## config.mk

```make
export PLATFORM = sky130hd
export DESIGN_NAME = s2x_kernel
export DESIGN_NICKNAME = d
export VERILOG_FILES = /design/src/sv/s2x_pkg.sv /design/src/sv/s2x_kernel.sv
export SDC_FILE = /design/constraint.sdc
export NUM_CORES = 1
export LEC_CHECK = 0
export BUFFER_PORTS_ARGS = -buffer_cell sky130_fd_sc_hd__buf_2
export CAP_MARGIN = 15
export CORE_AREA = 4 4 108 110
export DETAILED_ROUTE_END_ITERATION = 8
export DIE_AREA = 0 0 112 114
export GPL_TIMING_DRIVEN = 0
export PLACE_DENSITY_LB_ADDON = 0.12
export RECOVER_POWER = 25
export SYNTH_ARGS = -nofsm -noshare
export SYNTH_HDL_FRONTEND = slang
export SYNTH_SLANG_ARGS = --single-unit
```

## constraint.sdc

```tcl
create_clock -name vclk -period 2.1
set_input_delay 0.315 -clock vclk [all_inputs]
set_output_delay 0.315 -clock vclk [all_outputs]
set_load 0.05 [all_outputs]
```

## src/sv/s2x_pkg.sv

```systemverilog
// Shared types, widths and codes for the Scale2x pixel upscaler.
`timescale 1ns / 1ps

package s2x_pkg;

   localparam int PIXEL_W           = 32;
   localparam int SRC_COL_W         = 10;
   localparam int SRC_ROW_W         = 12;
   localparam int FRAME_WIDTH_W     = 11;
   localparam int FRAME_HEIGHT_W    = 13;
   localparam int PIXEL_BYTES_W     = 3;
   localparam int CSR_INDEX_W       = 2;
   localparam int CSR_DATA_W        = 13;
   localparam int MAX_WIDTH_DEFAULT = 1024;
   localparam int MAX_HEIGHT        = 4096;

   // Register reset values.
   localparam logic [FRAME_WIDTH_W-1:0]  FRAME_WIDTH_RESET  = 11'd1024;
   localparam logic [FRAME_HEIGHT_W-1:0] FRAME_HEIGHT_RESET = 13'd768;
   localparam logic [PIXEL_BYTES_W-1:0]  PIXEL_BYTES_RESET  = 3'd4;

   // Register indexes on the configuration channel.
   localparam logic [CSR_INDEX_W-1:0] REG_FRAME_WIDTH  = 2'd0;
   localparam logic [CSR_INDEX_W-1:0] REG_FRAME_HEIGHT = 2'd1;
   localparam logic [CSR_INDEX_W-1:0] REG_PIXEL_BYTES  = 2'd2;

   // Input item kinds.
   localparam logic FUNC_PIXEL = 1'b0;
   localparam logic FUNC_DRAIN = 1'b1;

   typedef enum logic {
      PHASE_RECEIVE,
      PHASE_DRAIN
   } phase_type;

   // Masked 3x3 cross around the centre pixel.
   typedef struct packed {
      logic [PIXEL_W-1:0] above;
      logic [PIXEL_W-1:0] left;
      logic [PIXEL_W-1:0] centre;
      logic [PIXEL_W-1:0] right;
      logic [PIXEL_W-1:0] below;
   } window_type;

   // The 2x2 block produced from one source pixel.
   typedef struct packed {
      logic [PIXEL_W-1:0] top_left;
      logic [PIXEL_W-1:0] top_right;
      logic [PIXEL_W-1:0] bottom_left;
      logic [PIXEL_W-1:0] bottom_right;
   } block_type;

endpackage

```

## src/sv/s2x_kernel.sv

```systemverilog
// Scale2x selection rules: turns a masked pixel cross into one 2x2 block.
`timescale 1ns / 1ps

module s2x_kernel (
   input  s2x_pkg::window_type win,
   output s2x_pkg::block_type  blk
);
   import s2x_pkg::*;

   logic d_eq_b;
   logic b_eq_f;
   logic d_eq_h;
   logic h_eq_f;

   always_comb begin
      d_eq_b = (win.left  == win.above);
      b_eq_f = (win.above == win.right);
      d_eq_h = (win.left  == win.below);
      h_eq_f = (win.below == win.right);

      blk.top_left     = (d_eq_b && !b_eq_f && !d_eq_h) ? win.left  : win.centre;
      blk.top_right    = (b_eq_f && !d_eq_b && !h_eq_f) ? win.right : win.centre;
      blk.bottom_left  = (d_eq_h && !d_eq_b && !h_eq_f) ? win.left  : win.centre;
      blk.bottom_right = (h_eq_f && !d_eq_h && !b_eq_f) ? win.right : win.centre;
   end

endmodule

```

; After elaboration in Yosys (flattened, before gate mapping)
; Cells that the tools add are included.
[word_totals]
register_bits = 0
output_inout_bits = 128
[classes]
eq_ne = 4
muxes = 4
reduce_logical = 12
[op_table]
columns = operator, n
row1 = == test 32 bit, 4
row2 = two-way mux 32 bit, 4
row3 = logical AND 1 bit, 8
row4 = zero test 1 bit, 4

; Logic depth before layout (Yosys ltp)
; Gate-level depths: netlist of the first run.
[logic_depth]
depth_word = 5
mapped_depth = 7

; Worst setup path after synthesis of the first run
; No wires, ideal clock.
[synth_timing]
kind = input-to-output
startpoint = input port win[34] (netlist name)
endpoint = output port blk[1] (netlist name)
arrival_time_ns = 1.827
setup_slack_ns = -0.042
cell_stages = 7
n_path_buf = 1
path_cell_list = xnor2_1 -> nand4_1 -> nor4_2 -> nand2_1 -> nand4_2 -> buf_6 -> mux2_2
[synth_rtl]
columns = item, line_no
row1 = from (decl), s2x_kernel.sv:5  ; input s2x_pkg::window_type win,
row2 = to (decl), s2x_kernel.sv:6  ; output s2x_pkg::block_type blk

==> results of run 1 <==
==> per-stage QoR <==
step | cell area, um2 | hold slack (ns) | setup slack [ns]
2_1_floorplan | 3430 | 0.852 | -0.0416
3_5_place_dp | 5050 | 1.12 | -0.817
3_3_place_gp | 5050 | 1.11 | -0.773
6_report | 8020 | 1.00 | -0.554
5_1_grt | 8020 | 1.01 | -0.630
4_1_cts | 7280 | 1.01 | -0.486
==> worst max-delay path, stage by stage <==
cell,delay [ns]
buf_4,0.14
xnor2_2,0.19
nand4_1,0.23
nor4_4,0.36
buf_4,0.17
nand4_4,0.10
buf_12,0.18
clkbuf_16,0.17
mux2_4,0.32
buf_6,0.16
==> synthesized netlist by cell type, drive strengths merged <==
library cell,n,area (um2)
mux2,128,1790
xnor2,128,1120
nand4,36,250
buf,12,135
nor4,8,109
nand2,4,15.0
==> cells in the final DEF (no fill, tap or decap) <==
| cell type | synthesis | routed |
|---|---|---|
| nand2_2 | 0 | 4 |
| nand4_1 | 32 | 32 |
| buf_6 | 12 | 132 |
| clkbuf_16 | 0 | 5 |
| mux2_4 | 92 | 122 |
| nand4_4 | 0 | 4 |
| buf_4 | 0 | 30 |
| buf_12 | 0 | 19 |
| xnor2_4 | 0 | 8 |
| nor4_4 | 1 | 8 |
| buf_16 | 0 | 4 |
| xnor2_2 | 0 | 70 |
| buf_8 | 0 | 61 |
| xnor2_1 | 128 | 50 |
| buf_2 | 0 | 83 |
| mux2_2 | 36 | 6 |
| clkbuf_4 | 0 | 1 |
==> per-layer routing <==
layer  vias to the layer above  part of all wire  track usage
met1                      1957              0.36        0.295
met2                       227              0.54        0.500
met4                         0             0.029       0.0457
li1                       1822                 -            -
met3                        33             0.075       0.0424
met5                         -                 0            0
==> what timing repair did <==
action / in CTS / in global routing
buffers inserted: 20 / 7
resized for setup: 476 / 166
setup endpoints to repair: 128 / 128
gates cloned: 7 / 4
pin swaps: 22 / 53
==> kinds of logic (layout without fill, tap and decap cells) <==
kind of cell	Yosys count	in the layout	synth area share
xor+xnor	128	128	0.328
mux	128	128	0.523
simple gates	48	48	0.109
buf+inv	12	335	0.0395
==> layout make-up <==
cell class / instances / area, um2
tap: 140 / 175
fill: 679 / 2680
buffer: 11 / 220
timing repair buffer: 324 / 3450
multi-input combinational: 304 / 4180
==> worst max-delay path by stage <==
stage                   from  depth (start not counted)  slack, ns       to
floorplan            win[34]                          7      -0.04  blk[12]
global placement     win[96]                          9      -0.77  blk[58]
detailed placement   win[96]                          9      -0.82  blk[93]
CTS                 win[102]                         10      -0.49   blk[2]
global route         win[13]                         10      -0.63   blk[0]
finish               win[13]                         10      -0.55   blk[0]
==> report_power, final <==
| part | internal, W | switching [W] | total [W] |
|---|---|---|---|
| registers | 0 | 0 | 0 |
| logic | 0.000925 | 0.000986 | 0.00191 |
| clock network | 0 | 0 | 0 |
| total | 0.000925 | 0.000986 | 0.00191 |
==> impl_metrics.json, run 1 <==
{
  "outcome": "finished with violations",
  "violations": "setup timing",
  "antenna_found_initial": 0,
  "seq_cell_count": 0,
  "grt_pass1_vias": 4372,
  "final_util": 0.749,
  "ant_nets": 0,
  "cap_violations": 0,
  "worstPathArrival_ns": 2.34,
  "die_y_um": 114,
  "cp-end-kind": "output pin",
  "worst_setup_path_start_kind": "input pin",
  "initial_core_util": 0.319,
  "worstSetupPathType": "in -> out",
  "drive_gt1_frac": 0.872,
  "overflow": 0,
  "instances_no_fill": 779,
  "area_delta_synth_final_pct": 135,
  "n_antenna_cell": 0,
  "ios": 288,
  "clkbuf_count": 0,
  "seq_area_frac_synth": 0,
  "wirelength_mm": 19.0,
  "fin_crit_sh": 1.26,
  "syn-cell-area_um2": 3420,
  "regArea_um2": 0,
  "crit_required_ns": 1.78,
  "drtPass1Iterations": 4,
  "avgViaCountPerCell": 5.18,
  "fmax_mhz": 377,
  "setup_viol": 128,
  "core_um2": 10700,
  "rows": 38,
  "grt_max_degree": 11,
  "syn-num-nets": 476,
  "drt-initial-drc-count": 230,
  "min_from": "win[108]",
  "power_density_nw_per_um2": 238,
  "postSynthCellCount": 316,
  "wire_per_inst_um": 24.4,
  "vias": 4039,
  "relSlewSlack": 0.781,
  "synthDistinctLibCells": 9,
  "place_congestion": 0.855,
  "avgSynthCellArea_um2": 10.8,
  "final-max-slew-violation-count": 0,
  "fin_nets": 801,
  "ys_warn_count": 0,
  "route.detailed.drc": 0,
  "rsz0062_at_grt": "yes",
  "ctsHoldBuffers": 0,
  "grt_pass1_wl_mm": 25.5,
  "tightest_slew_ns": 0.326,
  "hold_end": "blk[44]",
  "dieArea_um2": 12800,
  "layout_setup_ws_ns": -0.554,
  "hold_viol_final": 0,
  "fin_crit_ns": 2.65,
  "peakVddDrop_uv": 184,
  "die_w_um": 112,
  "tns_ns": -62.40,
  "power_w": 0.00191,
  "dp_hpwl_mm": 13.2,
  "critPathMaxFanout": 7,
  "hold_class": "in -> out",
  "whs_path_depth": 3,
  "io_buffer_count": 288,
  "dpl.cell_count": 744,
  "p_leak_nw": 4.10,
  "grt_use_total": 0.256
}
Power figures use the tool's default switching activity.
==> run 2: changes to the inputs <==
==> constraint.sdc (replaced) <==
create_clock -name vclk -period 2.1
set_input_delay 0.21 -clock vclk [all_inputs]
set_output_delay 0.21 -clock vclk [all_outputs]
set_load 0.05 [all_outputs]
==> impl_metrics.json, run 2 (synthesis results as in run 1) <==
{
  "outcome": "finished with violations",
  "violations": "setup timing",
  "dpl.cell_count": 744,
  "final_common_cell": "buf_2",
  "wirelength_mm": 17.2,
  "seq_cell_count": 0,
  "io_buffer_count": 288,
  "n_antenna_cell": 0,
  "worstSetupPathType": "in -> out",
  "crit_slowest_cell": "nor4_4",
  "die_y_um": 114,
  "drt-initial-drc-count": 238,
  "path_cells": "buf_2 -> xnor2_1 -> nand4_1 -> nor4_4 -> nand2_2 -> nand4_4 -> buf_12 -> buf_12 -> mux2_4 -> buf_6",
  "die_w_um": 112,
  "setup_viol": 128,
  "hold_class": "in -> out",
  "grt_use_total": 0.245,
  "place_congestion": 0.887,
  "initial_core_util": 0.319,
  "tightest_slew_ns": 0.335,
  "fmax_mhz": 404,
  "grt_max_degree": 11,
  "power_density_nw_per_um2": 241,
  "max_stage_delay_ns": 0.42,
  "cp-end-kind": "output pin",
  "wire_per_inst_um": 22.2,
  "dp_hpwl_mm": 12.9,
  "grt_pass1_vias": 4280,
  "dieArea_um2": 12800,
  "ios": 288,
  "grt_pass1_wl_mm": 24.4,
  "ctsHoldBuffers": 0,
  "hold-worst-slack_ns": 0.801,
  "worst_setup_path_start_kind": "input pin",
  "fin_area_um2": 7190,
  "p_leak_nw": 3.66,
  "grtUsageMet1": 0.281,
  "instances_no_fill": 775,
  "critPathMaxFanout": 10,
  "route.detailed.drc": 0,
  "clkbuf_count": 0,
  "fin_crit_sh": 1.18,
  "vias": 3918,
  "relSlewSlack": 0.775,
  "avgViaCountPerCell": 5.06,
  "met3_usage": 0.0531,
  "regArea_um2": 0,
  "layout_common_cells": "129 x buf_2, 125 x buf_6, 100 x mux2_4, 79 x xnor2_1, 45 x xnor2_2",
  "worstPathArrival_ns": 2.27,
  "grtUsageMet2": 0.469,
  "crit_required_ns": 1.89,
  "placed_area_um2": 5030,
  "drive_gt1_frac": 0.825,
  "final-max-slew-violation-count": 0,
  "fin_nets": 797,
  "fin_crit_ns": 2.48,
  "cp_common_cell": "buf_12",
  "grt-busiest-layer": "met2",
  "area_delta_synth_final_pct": 110,
  "rows": 38,
  "ant_nets": 0,
  "core_um2": 10700,
  "layout_setup_ws_ns": -0.377,
  "peakVddDrop_uv": 201,
  "rsz0062_at_grt": "yes",
  "overflow": 0,
  "drtPass1Iterations": 4,
  "antenna_found_initial": 0,
  "hold_viol_final": 0,
  "cap_violations": 0
}
==> run 2: changes by cell type in the layout (fill, tap and decap cells not counted), sizes merged <==
cell	before	now
clkbuf	6	1
buf	329	330
==> run 2: timing repair <==
item,4_1_cts,5_1_grt
cloned,6,1
setup buffers,26,0
endpoints found under the setup margin,128,128
pin swaps,49,5
resized for setup,412,38
==> run 2: final timing paths <==
path	startpoint	end	slack [ns]	cells after the start
worst max-delay path	win[46]	blk[34]	-0.38	10
worst min-delay path	win[101]	blk[37]	0.80	3
==> run 2: area by class of cell <==
type               instances  area, um2
well taps                140        175
repair buffers           320       2950
fillers                  785       3510
plain buffers             11        220
multi-input cells        304       3840
==> run 2: power breakdown <==
part / leakage [nW] / internal (W) / switching, W
clock network: 0 / 0 / 0
registers: 0 / 0 / 0
logic: 3.66 / 0.000788 / 0.000942
==> run 2: worst max-delay path: cells and delay by family <==
kind	cells	cell delay, ns
multiplexers	1	0.32
AND/OR/NAND/NOR	4	0.93
buffers and inverters	4	0.60
XOR/XNOR	1	0.19
==> run 2: layer usage <==
metal / vias to the layer above / part of all wire
li1: 1809 / -
met1: 1874 / 0.37
met2: 212 / 0.53
met3: 23 / 0.079
met4: 0 / 0.020
met5: - / 0
==> run 2: stage by stage <==
stage | util | power, W | setup TNS, ns | worst slack (ns)
after global routing | 0.672 | 0.00180 | -46.50 | -0.422
after detailed placement | 0.471 | 0.00135 | -64.55 | -0.581
after floorplan | - | 0.000897 | 0 | 0.168
after global placement | 0.471 | 0.00134 | -60.52 | -0.547
after CTS | 0.657 | 0.00168 | -30.18 | -0.301
final | 0.672 | 0.00173 | -38.79 | -0.377
